### config.mk
export PLATFORM = sky130hd
export DESIGN_NAME = kav_ctrl
export DESIGN_NICKNAME = d
export VERILOG_FILES = /design/src/design/kav_pkg.sv /design/src/design/kav_ctrl.sv
export SDC_FILE = /design/constraint.sdc
export NUM_CORES = 1
export LEC_CHECK = 0
export BUFFER_PORTS_ARGS = -buffer_cell sky130_fd_sc_hd__buf_2
export CAP_MARGIN = 0
export CORE_MARGIN = 1
export CORE_UTILIZATION = 29
export CTS_CLUSTER_DIAMETER = 50
export CTS_CLUSTER_SIZE = 10
export DETAILED_ROUTE_END_ITERATION = 8
export GPL_TIMING_DRIVEN = 0
export PLACE_DENSITY = 0.59
export SLEW_MARGIN = 20
export SYNTH_ARGS = -nofsm -noshare
export SYNTH_HDL_FRONTEND = slang
export SYNTH_SLANG_ARGS = --single-unit
### constraint.sdc
create_clock -name clk -period 1.3 [get_ports clk]
set_input_delay 0.065 -clock clk [delete_from_list [all_inputs] [get_ports clk]]
set_output_delay 0.065 -clock clk [all_outputs]
set_load 0.01 [all_outputs]
### src/design/kav_pkg.sv
// ----------------------------------------------------------------------------
// kav_pkg
// Types, constants and helpers of the altitude/velocity Kalman filter.
// ----------------------------------------------------------------------------
package kav_pkg;

  localparam int FRAC_BITS = 16;
  localparam int DATA_W    = 32;
  localparam int MUL_IN_W  = 33;
  localparam int MUL_W     = 2 * MUL_IN_W;
  localparam int SUM_W     = MUL_W + 2;
  localparam int CFG_W     = 31;
  localparam int IDX_W     = 3;
  localparam int DT_W      = 17;

  localparam logic [DT_W-1:0]  RST_TIME_STEP = DT_W'(((64'd1 << FRAC_BITS) + 64'd50) / 64'd100);
  localparam logic [CFG_W-1:0] RST_QPOS      = CFG_W'(((64'd1 << FRAC_BITS) + 64'd5) / 64'd10);
  localparam logic [CFG_W-1:0] RST_QVEL      = CFG_W'(64'd1 << FRAC_BITS);
  localparam logic [CFG_W-1:0] RST_MEAS      = CFG_W'(64'd2 << FRAC_BITS);
  localparam logic [DATA_W-1:0] ONE_Q        = DATA_W'(64'd1 << FRAC_BITS);

  // configuration register indexes
  localparam logic [IDX_W-1:0] REG_TIME_STEP = 3'd0;
  localparam logic [IDX_W-1:0] REG_QPOS      = 3'd1;
  localparam logic [IDX_W-1:0] REG_QVEL      = 3'd2;
  localparam logic [IDX_W-1:0] REG_MEAS      = 3'd3;

  // datapath steps: one multiply, then one write-back each
  typedef enum logic [3:0] {
    S_DT2, S_VDT, S_ADT2, S_ADT, S_CDT, S_VVDT2, S_VVDT,
    S_K0Y, S_K1Y, S_K0PPP, S_K0PVP, S_K1PPP, S_K1PVP
  } step_t;

  typedef enum logic [2:0] {
    ST_IDLE, ST_MUL, ST_WB, ST_DIV_START, ST_DIV_WAIT, ST_FINISH
  } ctl_state_t;

  typedef struct packed {
    logic  load;
    logic  reinit;
    logic  mul;
    logic  wb;
    logic  div_start;
    logic  out_load;
    step_t step;
  } dp_cmd_t;

  typedef struct packed {
    logic div_done;
  } dp_status_t;

  function automatic logic signed [DATA_W-1:0] sat32(input logic signed [SUM_W-1:0] v);
    logic signed [SUM_W-1:0] hi;
    logic signed [SUM_W-1:0] lo;
    hi = $signed({{(SUM_W-DATA_W+1){1'b0}}, {(DATA_W-1){1'b1}}});
    lo = $signed({{(SUM_W-DATA_W+1){1'b1}}, {(DATA_W-1){1'b0}}});
    if (v > hi) begin
      return hi[DATA_W-1:0];
    end else if (v < lo) begin
      return lo[DATA_W-1:0];
    end
    return v[DATA_W-1:0];
  endfunction

endpackage

### src/design/kav_ctrl.sv
// ----------------------------------------------------------------------------
// kav_ctrl
// Sequencer: walks the multiply/write-back steps, runs the divider, and
// owns both handshakes.
// ----------------------------------------------------------------------------
module kav_ctrl (
  input  logic                  clk,
  input  logic                  rst,
  input  logic                  in_valid,
  input  logic                  in_op,
  output logic                  in_ready,
  output logic                  out_valid,
  input  logic                  out_ready,
  output kav_pkg::dp_cmd_t      cmd,
  input  kav_pkg::dp_status_t   status
);
  kav_pkg::ctl_state_t state, state_next;
  kav_pkg::step_t      step, step_next;
  logic                out_valid_next;

  always_ff @(posedge clk) begin
    if (rst) begin
      state     <= kav_pkg::ST_IDLE;
      step      <= kav_pkg::S_DT2;
      out_valid <= 1'b0;
    end else begin
      state     <= state_next;
      step      <= step_next;
      out_valid <= out_valid_next;
    end
  end

  always_comb begin
    state_next     = state;
    step_next      = step;
    in_ready       = 1'b0;
    cmd            = '0;
    cmd.step       = step;
    out_valid_next = out_valid && !out_ready;
    unique case (state)
      kav_pkg::ST_IDLE: begin
        in_ready = 1'b1;
        if (in_valid) begin
          if (in_op) begin
            cmd.reinit = 1'b1;
          end else begin
            cmd.load = 1'b1;
          end
          step_next  = kav_pkg::S_DT2;
          state_next = in_op ? kav_pkg::ST_FINISH : kav_pkg::ST_MUL;
        end
      end
      kav_pkg::ST_MUL: begin
        cmd.mul    = 1'b1;
        state_next = kav_pkg::ST_WB;
      end
      kav_pkg::ST_WB: begin
        cmd.wb = 1'b1;
        if (step == kav_pkg::S_VVDT) begin
          state_next = kav_pkg::ST_DIV_START;
        end else if (step == kav_pkg::S_K1PVP) begin
          state_next = kav_pkg::ST_FINISH;
        end else begin
          step_next  = kav_pkg::step_t'(step + 1'b1);
          state_next = kav_pkg::ST_MUL;
        end
      end
      kav_pkg::ST_DIV_START: begin
        cmd.div_start = 1'b1;
        state_next    = kav_pkg::ST_DIV_WAIT;
      end
      kav_pkg::ST_DIV_WAIT: begin
        if (status.div_done) begin
          step_next  = kav_pkg::S_K0Y;
          state_next = kav_pkg::ST_MUL;
        end
      end
      kav_pkg::ST_FINISH: begin
        // wait for a free output slot
        if (!out_valid || out_ready) begin
          cmd.out_load   = 1'b1;
          out_valid_next = 1'b1;
          state_next     = kav_pkg::ST_IDLE;
        end
      end
      default: state_next = kav_pkg::ST_IDLE;
    endcase
  end
endmodule

=== After elaboration in Yosys (flattened, before gate mapping) ===
Cells that the tools add are included.

* Bits in latches: 0
* Input port bits: 6
* Memory bits (read-only): 0
* RAM bits: 0
* Memories kept: 0
* Register bits: 8

* Eq/ne operators: 12
* Multiply operators: 0
* Multiplexer cells: 24
* Shift operators: 0
* Add/sub/neg operators: 1
* Bitwise operators: 0
* Div/mod/pow operators: 0
* Reductions and logical operators: 8
* Order comparisons: 0

{| class="wikitable"
|+ Operators by type and width
! kind !! count
|-
| $mux W3 || 6
|-
| $pmux W3 S6 || 1
|-
| $mux W4 || 4
|-
| $pmux W4 S3 || 1
|-
| $mux W1 || 10
|-
| $ne A2 B2 Y1 const B || 5
|-
| $eq A3 B2 Y1 const B || 2
|-
| $eq A3 B3 Y1 const B || 2
|-
| $reduce_and A5 Y1 || 1
|-
| $add A4 B1 Y4 const B || 1
|-
| $eq A4 B3 Y1 const B || 1
|-
| $eq A4 B4 Y1 const B || 1
|-
| $mux W2 || 2
|-
| $eq A3 B1 Y1 const B || 1
|-
| $logic_not A3 Y1 || 1
|-
| $reduce_and A3 Y1 || 1
|-
| $reduce_bool A3 Y1 || 1
|-
| $logic_not A1 Y1 || 2
|-
| $logic_and A1 B1 Y1 || 1
|-
| $logic_or A1 B1 Y1 || 1
|}

=== Depth between registers and ports, before layout ===
* Depth in word-level cells: 4
* Mapped depth: 6

=== Least setup slack after synthesis ===
Ideal clock, no wire load.

* Path type: register to register
* Start point: register step[0]
* End point: register step[1]
* Stages on the path, launching flop included: 7
* Path buffers: 0
* Required time: 1212 ps
* Library setup time: 88 ps
* Arrival time: 1376 ps
* Slack: -164 ps
* Clock period less this slack: 1464 ps
* Cells stage by stage: dfxtp_1 inv_1 ha_1 mux2i_1 or3_4 a21oi_2 a311oi_2

* Cells in the longest elaborated chain, start to end: 4
* Elaborated cells on any way between the ends: 9

{| class="wikitable"
|+ RTL lines
! what !! line !! text
|-
| from (decl) || kav_ctrl.sv:18 || <nowiki>kav_pkg::step_t step, step_next;</nowiki>
|-
| from (signal assigned) || kav_ctrl.sv:24 || <nowiki>step <= kav_pkg::S_DT2;</nowiki>
|-
| from (signal assigned) || kav_ctrl.sv:28 || <nowiki>step <= step_next;</nowiki>
|-
| $add A4 B1 Y4 || kav_ctrl.sv:64 || <nowiki>step_next = kav_pkg::step_t'(step + 1'b1);</nowiki>
|-
| $mux W4 || kav_ctrl.sv:61 || <nowiki>end else if (step == kav_pkg::S_K1PVP) begin</nowiki>
|-
| $mux W4 || kav_ctrl.sv:59 || <nowiki>if (step == kav_pkg::S_VVDT) begin</nowiki>
|-
| $pmux W4 S3 || kav_ctrl.sv:40 || <nowiki>unique case (state)</nowiki>
|}

Parallel ways exist; a longest one is shown, timed or not. The select of a mux whose other input is x is not followed.
A chain may end at the register's enable or synchronous reset.

=== Worst setup path after layout ===
Same ends and word-level chain as after synthesis.

==> run summary <==
Status = finished with violations
Violated checks = negative setup slack
CP Capture Type = flop
Sequential fraction of the synthesis area = 27.7%
Core Area = 1800 um^2
Final net count = 109
Tmin final = 1.37 ns
XOR/XNOR share of the synthesized area = 0%
GRT Total Usage = 14.1%
Routed WL per cell = 11.5 um
Critical path peak fanout = 4
Post-synthesis mux area share = 1.73%
RSZ-0062 raised after global routing = yes
Worst Path Required = 1.43 ns
Worst slack at placement = -0.147 ns
Clock root cell = clkbuf_4
PD cells = 948 nW/um^2
Commonest non-fill, non-tap cells in the layout = buf_2 (15), nor2_1 (7), buf_4 (7), nand3_1 (5), a21oi_1 (5)
Final WS setup = -0.0701 ns
Combinational family with the most area after synthesis = simple AND/OR/NAND/NOR gates
Die area = 2180 um^2
Pin count of the biggest net entering global routing = 11
Endpoints failing setup = 5
Die X = 46.6 um
Synth Instances = 72
Slowest cell on crit path = or3_4
Fin crit share = 105%
Type of origin of the critical path = flop
Post-Synth Adder-Cell Area = 6.49%
Total wire length = 1420 um
Max IR drop VDD = 645 uV
DRC viols = 0
Routed vias = 624
Worst EP arrival = 1.50 ns
Row count = 15
Peak Freq = 0.730 GHz
Syn-to-layout area delta = 47.4%
Worst-path cell chain = inv_4, ha_4, mux2i_2, or3_4, a21oi_2, a311oi_2
Drt pass-1 iters = 4
Htree depth = 1
Worst path top cell family by delay = simple AND/OR/NAND/NOR gates
Min-delay worst type = primary input to flop
Antenna Violating Nets Remaining = 0
Mapped Area = 578 um^2
Slew margin rel. = 75.4%
Post-DP HPWL = 979 um
Yosys cell types = 32
Share of layout cells above drive strength 1 = 52.5%
First-pass GRT wire length = 2190 um
Commonest non-fill, non-tap cell in the layout = buf_2
CTS tree = yes
Longest Clk Path Bufs = 2
Clock skew = 0.00745 ns
Max cap viols = 0
Total CTS buffers = 3
Initial core utilization = 32.1%
Final max-slew violation count = 0
Leakage = 0.000352 uW
CP bufs+invs = 1
Post-Synth Simple-Gate Area = 34.0%
Initial antenna violation count = 0
Post-synthesis compound-gate area fraction = 22.5%
Synthesized area per cell = 8.03 um^2
Total gr overflow = 0
Port buffer count = 16
Skew-Pair Late Insertion Delay = 0.25 ns
Routability Congestion = 0.776
Total negative setup slack = -0.243 ns
Net count after synthesis = 81
Vias in the first global route = 527
Final Hold Violating Endpoints = 0
Worst-path clk slew = 0.06 ns
Seq cells post-synth = 8
Ant diodes = 0
Clk sinks = 8
Worst path max stage delay = 0.41 ns
DR vias/cell = 5.03
Chip height = 46.6 um
Io pins = 18
Crit path kind = flop to flop
Syn. warnings = 0
Least-Margin Pin Slew = 0.369 ns
DR iter-0 viols = 11
## sequential cells by signal, indices dropped and copies added, names as in the netlist
| register | cells |
|---|---|
| state | 3 |
| out_valid | 1 |
| step | 4 |
## path summary, 6_finish.rpt
path                            depth (start not counted)        to  startpoint  slack (ns)
worst max-delay path                                    6   step[1]     step[0]       -0.07
worst min-delay path                                    3  state[2]      status        0.12
worst max register to register                          6   step[1]     step[0]       -0.07
worst min register to register                          2   step[2]     step[2]        0.56
## layer usage
metal	wire length (um)	global-route usage (%)	vias up
li1	-	-	314
met1	664	18.9	283
met2	656	22.8	25
met3	86	2.35	2
met4	12	4.57	0
met5	0	0	-
## Yosys cell counts
master	count	share of area, %
a21o_1	1	1.3
a21oi_1	5	4.3
a21oi_2	3	4.5
a311o_1	1	1.7
a311oi_2	1	2.6
a31oi_1	1	1.1
and3_1	1	1.1
buf_1	1	0.65
buf_2	1	0.86
buf_4	1	1.3
buf_6	1	1.9
clkinv_2	1	0.86
dfxtp_1	8	28
ha_1	3	6.5
inv_1	3	1.9
mux2i_1	1	1.7
nand2_1	4	2.6
nand2b_1	1	1.1
nand3_1	5	4.3
nand3b_1	2	2.6
nor2_1	7	4.5
nor2b_1	3	3.2
nor3_1	5	4.3
nor3_2	2	3.5
nor3b_1	1	1.3
o21a_1	1	1.3
o21ai_1	2	1.7
o21bai_1	1	1.3
o31ai_1	2	2.6
or3_4	1	1.9
or3b_1	1	1.5
or3b_4	1	1.9
## timing repair
| action | in CTS | in global routing |
|---|---|---|
| endpoints found under the hold margin | 0 | 0 |
| setup endpoints to repair | 9 | 8 |
| pin swaps | 6 | 5 |
| resized for setup | 11 | 3 |
| hold buffers | 0 | 0 |
| setup buffers | 5 | 3 |
## tightest hold or removal path, stage by stage
cell and delay (ns):
buf_2 0.09, o21a_1 0.12, a21oi_1 0.05
## kinds of logic after synthesis
kind of cell    Yosys count
compound gates           18
fa+ha+maj                 3
buf+inv                   8
flops                     8
mux                       1
simple gates             34
## stage by stage
| stage | hold slack [ns] | total power, uW | area (um^2) | utilization (%) | cells |
|---|---|---|---|---|---|
| after global placement | 0.374 | 543 | 728 | 40.4 | 113 |
| after floorplan | 0.178 | 477 | 617 | - | 72 |
| after detailed placement | 0.383 | 547 | 728 | 40.4 | 113 |
| after global routing | 0.122 | 864 | 852 | 47.3 | 124 |
| after CTS | 0.108 | 811 | 835 | 46.3 | 122 |
| final | 0.117 | 808 | 852 | 47.3 | 124 |
## where the power goes
part           switching, uW  internal [uW]  total (uW)
Sequential              23.5            269         292
Combinational            154            160         314
Clock                   84.3            117         202
Total                    262            546         808
## area by class of cell
class                      instances  area, um^2
buffer                             3        26.3
fill                             193         950
multi-input combinational         56         424
timing repair buffer              24         150
inverter                           4        22.5
sequential                         8         171
clock buffer                       4        26.3
tap                               25        31.3
No activity file was read; power rests on OpenSTA's default activity.
